==> config.mk <==
export PLATFORM = sky130hd
export DESIGN_NAME = ffba_cell
export DESIGN_NICKNAME = d
export VERILOG_FILES = /design/src/rtl/ffba_pkg.sv /design/src/rtl/ffba_cell.sv
export SDC_FILE = /design/constraint.sdc
export NUM_CORES = 1
export LEC_CHECK = 0
export BUFFER_PORTS_ARGS = -buffer_cell sky130_fd_sc_hd__buf_2
export CAP_MARGIN = 20
export CORE_ASPECT_RATIO = 0.75
export CORE_MARGIN = 5
export CORE_UTILIZATION = 40
export DETAILED_ROUTE_END_ITERATION = 8
export HOLD_SLACK_MARGIN = 0.03
export PLACE_DENSITY = 0.85
export RECOVER_POWER = 100
export SETUP_SLACK_MARGIN = 0.02
export SYNTH_ARGS = -nofsm -noshare
export SYNTH_HDL_FRONTEND = slang
export SYNTH_SLANG_ARGS = --single-unit
==> constraint.sdc <==
create_clock -name clk -period 7.6 [get_ports clk]
set_input_delay 1.52 -clock clk [delete_from_list [all_inputs] [get_ports clk]]
set_output_delay 1.52 -clock clk [all_outputs]
set_load 0.02 [all_outputs]
==> src/rtl/ffba_pkg.sv <==
`timescale 1ns / 1ps
// ----------------------------------------------------------------------------
// ffba_pkg
// Shared types and constants of the first-fit block allocator.
// ----------------------------------------------------------------------------
package ffba_pkg;

  localparam int HEADER_BYTES_DEF = 24;
  localparam int MAX_BLOCKS_DEF   = 64;

  // Configuration register indexes.
  localparam logic REG_HEAP_BASE   = 1'b0;
  localparam logic REG_HEAP_LENGTH = 1'b1;

  // Request modes.
  localparam logic MODE_ALLOC = 1'b0;
  localparam logic MODE_FREE  = 1'b1;

  // Result status codes.
  localparam logic [1:0] ST_OK        = 2'd0;
  localparam logic [1:0] ST_NO_SPACE  = 2'd1;
  localparam logic [1:0] ST_TBL_FULL  = 2'd2;
  localparam logic [1:0] ST_UNKNOWN   = 2'd3;

  typedef struct packed {
    logic        mode;
    logic [31:0] request_bytes;
    logic [47:0] free_address;
  } req_t;

  typedef struct packed {
    logic [47:0] data_address;
    logic [1:0]  status;
  } rsp_t;

  // One block table entry as held by a cell.
  typedef struct packed {
    logic [31:0] offset;
    logic [31:0] bytes;
    logic        is_free;
    logic        dead;
  } entry_t;

  // What every cell of the chain does in a cycle.
  typedef enum logic [1:0] {
    CM_HOLD,
    CM_SHL,
    CM_SHR,
    CM_COMPACT
  } cell_mode_t;

  typedef enum logic [2:0] {
    S_IDLE,
    S_CALC,
    S_ALLOC,
    S_FIND,
    S_MERGE,
    S_COMPACT,
    S_DONE
  } state_t;

endpackage

==> src/rtl/ffba_cell.sv <==
`timescale 1ns / 1ps
// ----------------------------------------------------------------------------
// ffba_cell
// One entry of the block table; shifts toward either neighbor or closes a gap.
// ----------------------------------------------------------------------------
module ffba_cell
  import ffba_pkg::*;
(
  input  logic       clk,
  input  cell_mode_t mode,
  input  entry_t     left_in,
  input  entry_t     right_in,
  input  logic       hole_in,
  output logic       hole_out,
  output entry_t     q
);

  entry_t entry_r;

  // A gap exists at or before this cell.
  assign hole_out = hole_in | entry_r.dead;
  assign q        = entry_r;

  // Entry register.
  always_ff @(posedge clk) begin
    case (mode)
      CM_SHL:     entry_r <= right_in;
      CM_SHR:     entry_r <= left_in;
      CM_COMPACT: begin
        if (hole_out) begin
          entry_r <= right_in;
        end
      end
      default:    entry_r <= entry_r;
    endcase
  end

endmodule

* After elaboration in Yosys (flattened, before gate mapping)
Index checks and enable logic that the tools add are counted.
Storage, ports and cells: word-level logic and storage cells 13, output and inout bits 67, register bits 66, input port bits 136
Operators by class: equality and inequality tests 4, reductions and logical operators 2, mux-type cells 2, bitwise gates (word level) 1
Operator list (count):
- 66-bit one-hot mux with 3 select lines | 1
- 66-bit 2-to-1 mux | 1
- 2-bit == test, second input constant | 2
- 3-bit nonzero test | 1
- 2-bit by 1-bit == test with 1-bit output, second input constant | 1
- 2-bit inequality test, second input constant | 1
- 2-bit AND reduction | 1
- 1-bit bitwise OR | 1

* Longest topological paths before layout
Gate-level depths: netlist of run 1.
depth after elaboration 3, depth in mapped cells 5, gate-level depth less buffers 3

* Worst setup path before layout of run 1
Ideal clock, no wire load.
path type input -> register, start point in mode[0], end point reg entry_r, in the netlist q[0] (enable), cell stages on the path 2, slack 1987 ps, data arrival time 5094 ps, data required time 7081 ps, cell sequence ha_1 > mux2i_1
On the way: longest elaborated chain between the ends 3, elaborated cells on any way between the ends 6, those cells by class eq/ne (4); reduce/logical (2)
Ends and longest elaborated chain:
- from (decl) | line ffba_cell.sv:10 | input cell_mode_t mode,
- 2-bit == test or 2-bit by 1-bit == test with 1-bit output (tied branches) | line ffba_cell.sv:26 | case (mode)
- 2-bit inequality test (no line) or 3-bit nonzero test (tied branches)
- 2-bit AND reduction (no line) (*)
- to (signal assigned) | line ffba_cell.sv:27 | CM_SHL: entry_r <= right_in;
- to (signal assigned) | line ffba_cell.sv:28 | CM_SHR: entry_r <= left_in;
- to (signal assigned) | line ffba_cell.sv:31 | entry_r <= right_in;
- to (decl) | line ffba_cell.sv:18 | entry_t entry_r;
Every way passes the cells marked *; elsewhere a longest branch is shown, timed or not. A chain may end at the register's enable or synchronous reset.

* Worst setup path after layout of run 1
start point in mode[0], end point reg entry_r, in the netlist q[2] (enable)
The elaborated chain is that of the path after synthesis.

==> results of run 1 <==
[metrics by stage]
step / hold slack, ps / setup WS, ps / util / power [uW] / std cells
detailed placement: 1400 / 4050 / 0.561 / 670 / 442
global route: 1460 / 2480 / 0.547 / 914 / 456
global placement: 1350 / 4070 / 0.561 / 662 / 442
finish: 1470 / 2810 / 0.547 / 871 / 456
CTS: 1400 / 4050 / 0.581 / 909 / 456
floorplan: 1740 / 1990 / - / 588 / 145
[area by class of cell]
class	count	area, um2	share of cell area
flip-flops and latches	66	1980	0.496
repair buffers	203	930	0.233
multi-input cells	70	798	0.200
clock buffers	10	128	0.0320
well taps	101	126	0.0317
clock inverters	4	21.3	0.00533
inverters	2	7.51	0.00188
[how the worst max path moves through the flow]
stage,from,end,slack [ps]
2_1_floorplan,mode[0],q[0],1990
3_3_place_gp,hole_in,hole_out,4070
3_5_place_dp,hole_in,hole_out,4050
4_1_cts,hole_in,hole_out,4050
5_1_grt,mode[0],q[30],2480
6_report,mode[0],q[2],2810
[where the power goes]
| group | switching, uW | internal, uW | leakage [uW] |
|---|---|---|---|
| clock network | 122 | 112 | 0.0000754 |
| logic | 107 | 62.7 | 0.000898 |
| registers | 10.9 | 456 | 0.000653 |
[worst register-to-register path: stages, from the launching register on]
cell                       delay (ps)
sky130_fd_sc_hd__edfxtp_1         360
sky130_fd_sc_hd__nor2_1            90
sky130_fd_sc_hd__mux2i_4          120
sky130_fd_sc_hd__clkbuf_1        2500
[synthesized netlist by cell type, drive strengths merged]
master  count
mux2       66
nor2        1
edfxtp     66
mux2i       1
ha          2
inv         2
buf         7
[cell families after synthesis]
group / count (synthesis) / synth area share
buffers and inverters: 9 / 0.0247
multiplexers: 67 / 0.302
flip-flops: 66 / 0.663
adder cells (fa/ha/maj): 2 / 0.00837
AND/OR/NAND/NOR: 1 / 0.00126
[metal layers]
metal  vias up  global-route usage
li1        978                   -
met1       942               0.145
met2       131               0.303
met3         7              0.0814
met4         0              0.0419
met5         -                   0
==> summary.md, run 1 <==
Static timing analysis puts the maximum clock frequency at 209 MHz. The uppermost metal layer occupied by signal nets is met4. In the final routing, the length of wire on met1 measures 2600 um. STA classifies the critical path startpoint as a primary input. The number of hold-repair buffers added at the cts stage was 0. The register with the most flip-flops in the layout has 66 of them.

The checks that failed: max-capacitance violations, max-slew violations. The logic depth of the worst path, buffers included is 5, and the detailed-route wire length per cell is 16.8 um. The max-slew violation count was 134; the aggregate routed wire length was 7650 um.

Across the run, the number of max-cap violations was 2. The run gives 0 as the initial antenna violation count. The length of routed met2 wiring is 4030 um, and the number of flip-flops and latches in the synthesized netlist is 66. Detailed placement finished with a half-perimeter wire length of 5890 um. The synthesized netlist occupies a cell area of 2990 um2.

The run gives 7460 ps as the worst path required time. Number of global-route vias before repair: 2352. The cell taking the most area after synthesis was sky130_fd_sc_hd__edfxtp_1. The first global-routing pass estimated 11100 um of wire.

Routability-driven placement finished with a final weighted congestion of 0.744. For this block, the via count after detailed routing is 2058. The logs give -1.35 for the headroom to the max-slew limit and 0.409 for the initial standard-cell utilization of the core.

The run gives 67 as the maximum number of pins on one net before global-route repair. The delay contributed by the slowest stage of the critical path was 2500 ps; the number of sinks handled by clock tree synthesis was 66. The critical path contains buffers and inverters numbering 3 combined. The run gives 0 as the hold violation total from the final report. Setup violations remaining at the end of the flow were counted as 0. The level count of the clock H-tree came out at 3. The number of antenna diodes in the final layout is 0. The floorplan step defined a die boundary enclosing 9320 um2. During synthesis, Yosys emitted a total of 0 warnings. In this run the critical register-to-register path is launched from q[0].

The path with the worst hold slack has its endpoint at q[54]. The number of violations reported at the end of detailed-routing iteration 0 was 41. The run finished, with violations left. Setup repair after global routing left no endpoint under its margin.

After synthesis, the cell types taking the most area are sky130_fd_sc_hd__edfxtp_1, sky130_fd_sc_hd__mux2_4, sky130_fd_sc_hd__mux2_2, sky130_fd_sc_hd__buf_6, sky130_fd_sc_hd__ha_1. The run gives 0 as the number of nets with antenna violations after detailed routing. After technology mapping, the gate count stands at 145. The logs give 0 for the post-cts resize count and 27 for the number of cell rows. The number of buffers created by CTS is 9, and the average size of a mapped cell is 20.6 um2. The fill cell instance count of the final layout is 690, and the via density per instance is 4.51. Transition time at the pin with the least slew margin: 3530 ps. The tree is rooted in a sky130_fd_sc_hd__clkbuf_8.

Input and output buffers added on the ports amount to 202. The floorplan core area was 7300 um2; the final standard cell area without fillers was 3990 um2. The die is 110 um wide. The category of the most critical setup path was in -> reg. The layout cell share with drive strength beyond 1 works out to 0.487. The library cells used most frequently in the layout, excluding fill and tap cells, are sky130_fd_sc_hd__buf_2, sky130_fd_sc_hd__clkbuf_1, sky130_fd_sc_hd__edfxtp_1.

Power spread over the standard cell area amounts to 218 nW/um2. Adding up every negative setup slack in the final design gives 0 ps. For this run, design rule violations remaining after detail routing come to 0.

The first TritonRoute pass finished after 4 iterations. Hold path depth: 2. In this run the cell area measured after placement is 4090 um2. The final critical path time including I/O delays and setup came out at 4790 ps. In this run the register-to-register setup slack is 4030 ps. Most common cell after layout, fill and taps aside: sky130_fd_sc_hd__buf_2. The worst setup path is captured at a flip-flop. Clock-pin slew was measured on the worst setup and hold paths at 70 ps. The logs give 0.159 for the overall global routing resource usage and 2 for the number of buffers on the longest clock path.

The ratio of final minimum period to clock period was 0.630; the count of buffers added by post-CTS timing repair for setup was 0. The total congestion overflow after global routing is 0. In the detailed route, the total length drawn on met3 is 954 um.

Layout-stage area growth over the synthesis result: 33.6%. The slowest stage of the critical path belongs to the cell sky130_fd_sc_hd__clkbuf_1. The vertical die dimension works out to 84.9 um. TritonCTS built the clock tree. The final worst clock skew is 12.3 ps. Counting cells, the worst reg-to-reg path comes to 3.

The number of nets handed over by synthesis was 283. Grouping stages by cell kind, the critical path spends the most delay in buffers and inverters. At the worst endpoint, the arrival time is 4650 ps.

The run gives 330 ps as the clock latency of the later-clocked register in the worst-skew pair. For this run, the post-layout net count is 490. In this run the worst path has a maximum fanout of 66.

The tools report the sequential element share of the synthesized area as 0.663. Walking the worst path, the cells encountered are buf_2, inv_1, ha_1, mux2i_4, clkbuf_1. The number of different library cells used by synthesis comes to 9. In this run the count of I/O pins placed on the die edge is 203. The tools report the end of the worst register-to-register path as q[2]. The static leakage is 0.00163 uW. The min-delay analysis places its worst path in the category in -> reg. The fraction of synthesized cell area taken by the top area cell type works out to 0.663. The worst-case IR drop observed on VDD is 92.8 uV.

The startpoint identified for the worst hold timing path is right_in[54].
No activity file was read; power rests on OpenSTA's default activity.
==> run 2: changes to the inputs <==
Clock period 7.6 ns to 4.7 ns, I/O delays scaled along.
==> summary.md, run 2 (synthesized netlist as in run 1, its figures left out) <==
The global-route wire length before repair is 10900 um (-1.9%), and the final critical path time including I/O delays and setup is 2990 ps. The run gives 4 (unchanged) as the number of detailed-routing iterations run before antenna repair. The count of input and output buffers works out to 202 (unchanged). STA classifies the critical path startpoint as a primary input.

TritonCTS built the clock tree. The die extent in x was 110 um (unchanged); the via count was 2066 (+0.39%). The run gives 4620 ps (-2840 ps) as the worst path required time.

The peak supply drop was 135 uV (+45%). The count of buffers added by post-CTS timing repair for setup was 0 (unchanged). The worst setup path is of the in -> reg kind. The floorplan core area was 7300 um2 (unchanged); the setup TNS was 0 ps (unchanged).

The run gives 7350 um (-3.9%) as the aggregate routed wire length. The headroom to the max-slew limit came out at -0.248 (+1.11). Initial antenna violation count: 0 (unchanged). In this design, the largest share of critical-path delay is due to buffers and inverters. The run gives 2910 ps (-1740 ps) as the critical path data arrival time. The flip-flop count of the largest register, all copies and words added was 66 (unchanged). The combinational cell fraction of total power was 0.194 (about the same). The hold violation total from the final report was 0 (unchanged); the final HPWL from detailed placement was 5620 um (-4.7%). The fmax was 334 MHz; the sequential cell fraction of total power was 0.535 (about the same). For the number of nets in the final layout, the log shows 491 (+0.20%).

The critical-path maximum fanout was 35 (-47%); the number of hold-repair buffers added at the cts stage was 0 (unchanged). The final reports fail on max-capacitance violations, max-slew violations. The number of nets with antenna violations after detailed routing was 0 (unchanged).

The total congestion overflow after global routing was 0 (unchanged). Clock latency of the later-clocked register in the worst-skew pair: 330 ps (about the same). The number of buffers on the longest clock path came out at 2 (unchanged).

The most numerous cell type found on the critical path is sky130_fd_sc_hd__clkbuf_1. The buffers plus inverters on the worst setup path is 3 (unchanged), and the max-capacitance violation count is 3 (+1). Switching share of power: 0.275 (+0.000428). The signal on the critical path passes through clkbuf_1, inv_1, ha_2, mux2i_4, clkbuf_1. The overall global routing resource usage is 0.154 (-0.00508). The largest individual stage delay along the critical path comes from the cell sky130_fd_sc_hd__clkbuf_1.

The core occupancy in the finished layout is 0.548 (+0.00120), and the count of pins on the block boundary is 203 (unchanged). The tools report the number of cell rows as 27 (unchanged). The endpoint type of the worst setup path is a flip-flop. Cell area power density: 350 nW/um2 (+61%). The transition time at the pin with the least slew margin is 1870 ps (-1660 ps).

The tools report the maximum number of pins on one net before global-route repair as 67 (unchanged). Delay contributed by the slowest stage of the critical path: 1370 ps (-1130 ps). Leaving out fill and tap cells, the most frequent cells in the layout are sky130_fd_sc_hd__buf_2, sky130_fd_sc_hd__clkbuf_1, sky130_fd_sc_hd__edfxtp_1. Setup repair after global routing left no endpoint under its margin.

For the initial standard-cell utilization of the core, the log shows 0.409 (unchanged). The placer congestion estimate came out at 0.771 (+3.7%). For the total net switching power, the log shows 386 uW (+61%). The number of global-route vias before repair is 2347 (-0.21%).

Most common cell after layout, fill and taps aside: sky130_fd_sc_hd__buf_2. The layout cell share with drive strength beyond 1 is 0.492 (+0.00425). The logs give 27 (-34%) for the number of violations reported at the end of detailed-routing iteration 0 and 1950 ps (-2110 ps) for the worst slack at placement.

The remaining routing DRC violations came out at 0 (unchanged). The post-layout worst setup margin is 1710 ps (-1100 ps), and the area enclosed by the die boundary is 9320 um2 (unchanged). The tools report the root buffer cell as sky130_fd_sc_hd__clkbuf_8.

The detailed-route wire length per cell works out to 16.1 um (-4.1%). The CTS clock-pin slew for the worst setup and hold paths came out at 70 ps (about the same). The level count of the clock H-tree came out at 3 (unchanged). The worst hold path belongs to the class in -> reg.

The tools report the final hold slack as 883 ps (-590 ps). For the static leakage, the log shows 0.00163 uW (about the same). Number of buffers created by CTS: 9 (unchanged). The power share of the clock group came out at 0.271 (+0.002).

The fill cell instance count of the final layout is 701 (+1.6%), and the max-slew violation count is 135 (+0.75%). Final number of setup-violating endpoints: 0 (unchanged). Post-cts resize count: 0 (unchanged). The vertical die dimension was 84.9 um (unchanged).

The flow ran to the end, but the final reports show violations. The internal power summed over all cells was 1020 uW (+61%). The via density per instance is 4.52 (+0.17%). Compared with the post-synthesis result, the final layout area differs by 33.9%. The final worst clock skew is 4.64 ps (-7.66 ps), and the number of sinks handled by clock tree synthesis is 66 (unchanged). The ratio of final minimum period to clock period works out to 0.636. The antenna diode count is 0 (unchanged).
-- run 2: cell types whose count changed in the layout (fill, tap and decap cells not counted) --
cell                       delta
sky130_fd_sc_hd__mux2_1       -2
sky130_fd_sc_hd__ha_1         -1
sky130_fd_sc_hd__ha_2         +1
sky130_fd_sc_hd__clkbuf_1     +2
sky130_fd_sc_hd__mux2_4       +1
sky130_fd_sc_hd__mux2_2       +1
sky130_fd_sc_hd__buf_2        -1
-- run 2: cell type report --
cell class | count | area (um2) | area share
Sequential cell | 66 | 1980 | 0.495
Timing Repair Buffer | 204 | 932 | 0.233
Multi-Input combinational cell | 70 | 805 | 0.201
Clock buffer | 10 | 128 | 0.0319
Tap cell | 101 | 126 | 0.0316
Clock inverter | 4 | 21.3 | 0.00532
Inverter | 2 | 7.51 | 0.00188
-- run 2: metal layers --
| layer | track usage | wire [um] | up-vias |
|---|---|---|---|
| met5 | 0 | 0 | - |
| met2 | 0.271 | 3740 | 116 |
| li1 | - | - | 982 |
| met4 | 0.0634 | 92 | 0 |
| met1 | 0.153 | 2650 | 961 |
| met3 | 0.0745 | 864 | 7 |
-- run 2: power by group through the flow --
stage / clock network [uW] / logic [uW] / registers (uW)
3_5_place_dp: 0 / 323 / 758
2_1_floorplan: 0 / 101 / 847
4_1_cts: 397 / 324 / 746
3_3_place_gp: 0 / 316 / 755
6_report: 380 / 272 / 750
5_1_grt: 425 / 295 / 756
-- run 2: per-stage QoR --
| step | cells | cell area (um2) | power, uW |
|---|---|---|---|
| floorplan | 145 | 2990 | 948 |
| global placement | 443 | 4100 | 1070 |
| detailed placement | 443 | 4100 | 1080 |
| CTS | 457 | 4250 | 1470 |
| global route | 457 | 4000 | 1480 |
| finish | 457 | 4000 | 1400 |
-- run 2: final timing paths --
kind                     start     to  slack, ps  depth (start not counted)
setup / recovery       mode[0]  q[59]       1710                          5
hold / removal    right_in[43]  q[43]        880                          2
setup reg to reg          q[0]  q[59]       2320                          3
hold reg to reg           q[0]  q[11]       1820                          3
-- run 2: worst reg2reg max path, cell delays in order (launching register included) --
cell                       delay (ps)
sky130_fd_sc_hd__edfxtp_1         350
sky130_fd_sc_hd__nor2_1           100
sky130_fd_sc_hd__mux2i_4          150
sky130_fd_sc_hd__clkbuf_1        1370
==> run 3: changes to the inputs <==
Settings changed: ABC_AREA set to 1.
Clock period 4.7 ns to 2.94 ns, I/O delays scaled along.
==> summary.md, run 3 <==
The run finished with clean final reports. The number of warnings reported in the yosys synthesis log was 0 (unchanged). The static leakage is 0.00190 uW (+17%), and the number of nets with antenna violations after detailed routing is 0 (unchanged).

The placer congestion estimate was 0.740 (-4.1%); the initial antenna violation count was 0 (unchanged). The worst path required time is 2890 ps (-1730 ps). Worst slack at placement: 859 ps (-1090 ps).

The floorplan core area is 7300 um2 (unchanged), and the final critical path time including I/O delays and setup is 2170 ps. The tools report the number of violations reported at the end of detailed-routing iteration 0 as 82 (+200%). Setup repair after global routing left no endpoint under its margin. Global-route wire length before repair: 11400 um (+5.0%). The number of nets in the final layout is 624 (+27%), and the aggregate routed wire length is 7530 um (+2.5%). Area enclosed by the die boundary: 9320 um2 (unchanged).

The transition time at the pin with the least slew margin is 893 ps (-979 ps), and the number of detailed-routing iterations run before antenna repair is 6 (+2). The count of buffers added by post-CTS timing repair for setup is 0 (unchanged), and the number of buffers created by CTS is 9 (unchanged). The overall power of the completed layout came out at 2250 uW (+60%). The max-slew violation count is 0 (-100%), and the average size of a mapped cell is 10.5 um2 (-49%). The antenna diode count is 0 (unchanged). The via density per instance is 4.30 (-4.8%). The headroom to the max-slew limit was 0.405 (+0.652); the number of hold-repair buffers added at the cts stage was 0 (unchanged). Die extent in x: 110 um (unchanged). The run gives 8.73 ps (+4.09 ps) as the final worst clock skew. By area the synthesized netlist is led by sky130_fd_sc_hd__edfxtp_1, sky130_fd_sc_hd__o21ai_0, sky130_fd_sc_hd__inv_1, sky130_fd_sc_hd__nand2_1, sky130_fd_sc_hd__clkbuf_8. The max-capacitance violation count was 0 (-3). The initial standard-cell utilization of the core is 0.409 (unchanged), and the post-cts resize count is 0 (unchanged).

The tools report the remaining routing DRC violations as 0 (unchanged). For the final HPWL from detailed placement, the log shows 5900 um (+5.0%). The summed instance area of the synthesized netlist was 2990 um2 (unchanged).

The level count of the clock H-tree was 3 (unchanged). Number of nets produced by synthesis: 423 (+49%). Flip-flop count of the largest register, all copies and words added: 66 (unchanged). Leaving out fill and tap cells, the most frequent cells in the layout are sky130_fd_sc_hd__buf_2, sky130_fd_sc_hd__clkbuf_1, sky130_fd_sc_hd__inv_1, sky130_fd_sc_hd__o21ai_0. Based on the critical path, the design can be clocked at up to 461 MHz.

The ratio of final minimum period to clock period works out to 0.738. The layout-stage area growth over the synthesis result works out to 37.4%. The cell area power density was 548 nW/um2 (+56%). For the final standard cell area without fillers, the log shows 4100 um2 (+2.6%). The vertical die dimension is 84.9 um (unchanged). The critical path is of the in -> reg type.

The tools report the count of pins on the block boundary as 203 (unchanged). The critical-path maximum fanout came out at 66 (+89%). The tools report the critical path data arrival time as 2120 ps (-790 ps). For this run, the leading register cell type out of synthesis is sky130_fd_sc_hd__edfxtp_1. The hold violation total from the final report was 0 (unchanged); the worst reg-to-reg path cell count was 3 (unchanged). The tools report the fill cell instance count of the final layout as 673 (-4.0%). CTS clock-pin slew for the worst setup and hold paths: 70 ps (about the same). The number of buffers on the longest clock path is 2 (unchanged), and the final number of setup-violating endpoints is 0 (unchanged).

The cell taking the most area after synthesis was sky130_fd_sc_hd__edfxtp_1. The number of flip-flops and latches in the synthesized netlist is 66 (unchanged), and the setup TNS is 0 ps (unchanged). The number of cell rows came out at 27 (unchanged). The count of input and output buffers was 202 (unchanged); the number of global-route vias before repair was 2529 (+7.8%). The layout cell share with drive strength beyond 1 works out to 0.314 (-0.178). Root buffer cell: sky130_fd_sc_hd__clkbuf_8.

STA classifies the critical path endpoint as a flip-flop. The overall global routing resource usage is 0.159 (+0.00478), and the sequential element share of the synthesized area is 0.663 (unchanged). The number of sinks handled by clock tree synthesis came out at 66 (unchanged). The most common cell after layout, fill and taps aside is sky130_fd_sc_hd__buf_2. For the cell count after synthesis, the log shows 285 (+97%). The fraction of synthesized cell area taken by the top area cell type was 0.663 (unchanged). The post-layout worst setup margin came out at 771 ps (-939 ps).

The commonest cells after synthesis are sky130_fd_sc_hd__inv_1, sky130_fd_sc_hd__nand2_1, sky130_fd_sc_hd__o21ai_0, sky130_fd_sc_hd__edfxtp_1, sky130_fd_sc_hd__clkbuf_8. The detailed-route wire length per cell came out at 12.7 um (-21%). The path class of the tightest hold or removal check is in -> reg. The tools report the core occupancy in the finished layout as 0.562 (+0.0141). Maximum number of pins on one net before global-route repair: 79 (+18%).

The tools report the count of cell types in the netlist as 10 (+1). Sort of element at the start of the critical path: a primary input. TritonCTS built the clock tree. The number of enable-type register cells in the synthesized netlist was 66 (unchanged). Clock latency of the later-clocked register in the worst-skew pair: 330 ps (about the same). The logs give 2547 (+23%) for the via count and 4050 um2 (-1.2%) for the instance area at placement. The peak supply drop is 313 uV (+130%), and the share of synthesized registers carrying an async set or reset is 0 (unchanged).

The hold path depth was 3 (+1); the total congestion overflow after global routing was 0 (unchanged).
## run 3: routing by layer
layer	vias to the layer above	track usage	wire length (um)
met3	12	0.0639	951
met2	134	0.286	3800
met4	0	0.0623	102
met1	1088	0.162	2680
met5	-	0	0
li1	1313	-	-
## run 3: critical path: stages
cell and delay (ps):
sky130_fd_sc_hd__clkbuf_1 100, sky130_fd_sc_hd__inv_1 60, sky130_fd_sc_hd__ha_2 260, sky130_fd_sc_hd__or2_2 310, sky130_fd_sc_hd__nand2_2 70, sky130_fd_sc_hd__clkbuf_4 710
## run 3: cell families (layout without fill, tap and decap cells)
| logic type | after synthesis | count (layout) | synth area share |
|---|---|---|---|
| AND/OR/NAND/NOR | 69 | 69 | 0.0884 |
| buffers and inverters | 81 | 287 | 0.128 |
| flip-flops | 66 | 66 | 0.663 |
| adder cells (fa/ha/maj) | 2 | 2 | 0.00837 |
| AO/OA/AOI/OAI | 67 | 67 | 0.112 |
## run 3: stage by stage
step / hold WS, ps / std cells
after floorplan: 775 / 285
after global placement: 865 / 576
after detailed placement: 871 / 576
after CTS: 511 / 592
after global routing: 518 / 592
final: 529 / 592
## run 3: area by class of cell
class                   instances  area, um2  share of cell area
multi-input cells             138        629               0.153
inverters                      67        251              0.0613
clock inverters                 6       33.8             0.00823
flip-flops and latches         66       1980               0.483
clock buffers                  10        128              0.0311
repair buffers                204        953               0.232
well taps                     101        126              0.0308
## run 3: worst paths after layout
kind              start     to  slack (ps)
max             mode[0]   q[7]         770
min          left_in[2]   q[2]         530
min reg2reg        q[0]  q[49]        1580
max reg2reg        q[0]   q[7]        1210
## run 3: where the power goes
| part | total (uW) | switching [uW] | leakage, uW | internal, uW |
|---|---|---|---|---|
| clock | 631 | 333 | 0.0000795 | 298 |
| sequential | 1190 | 27.1 | 0.000651 | 1170 |
| combinational | 423 | 288 | 0.00117 | 135 |
| total | 2250 | 648 | 0.00190 | 1600 |
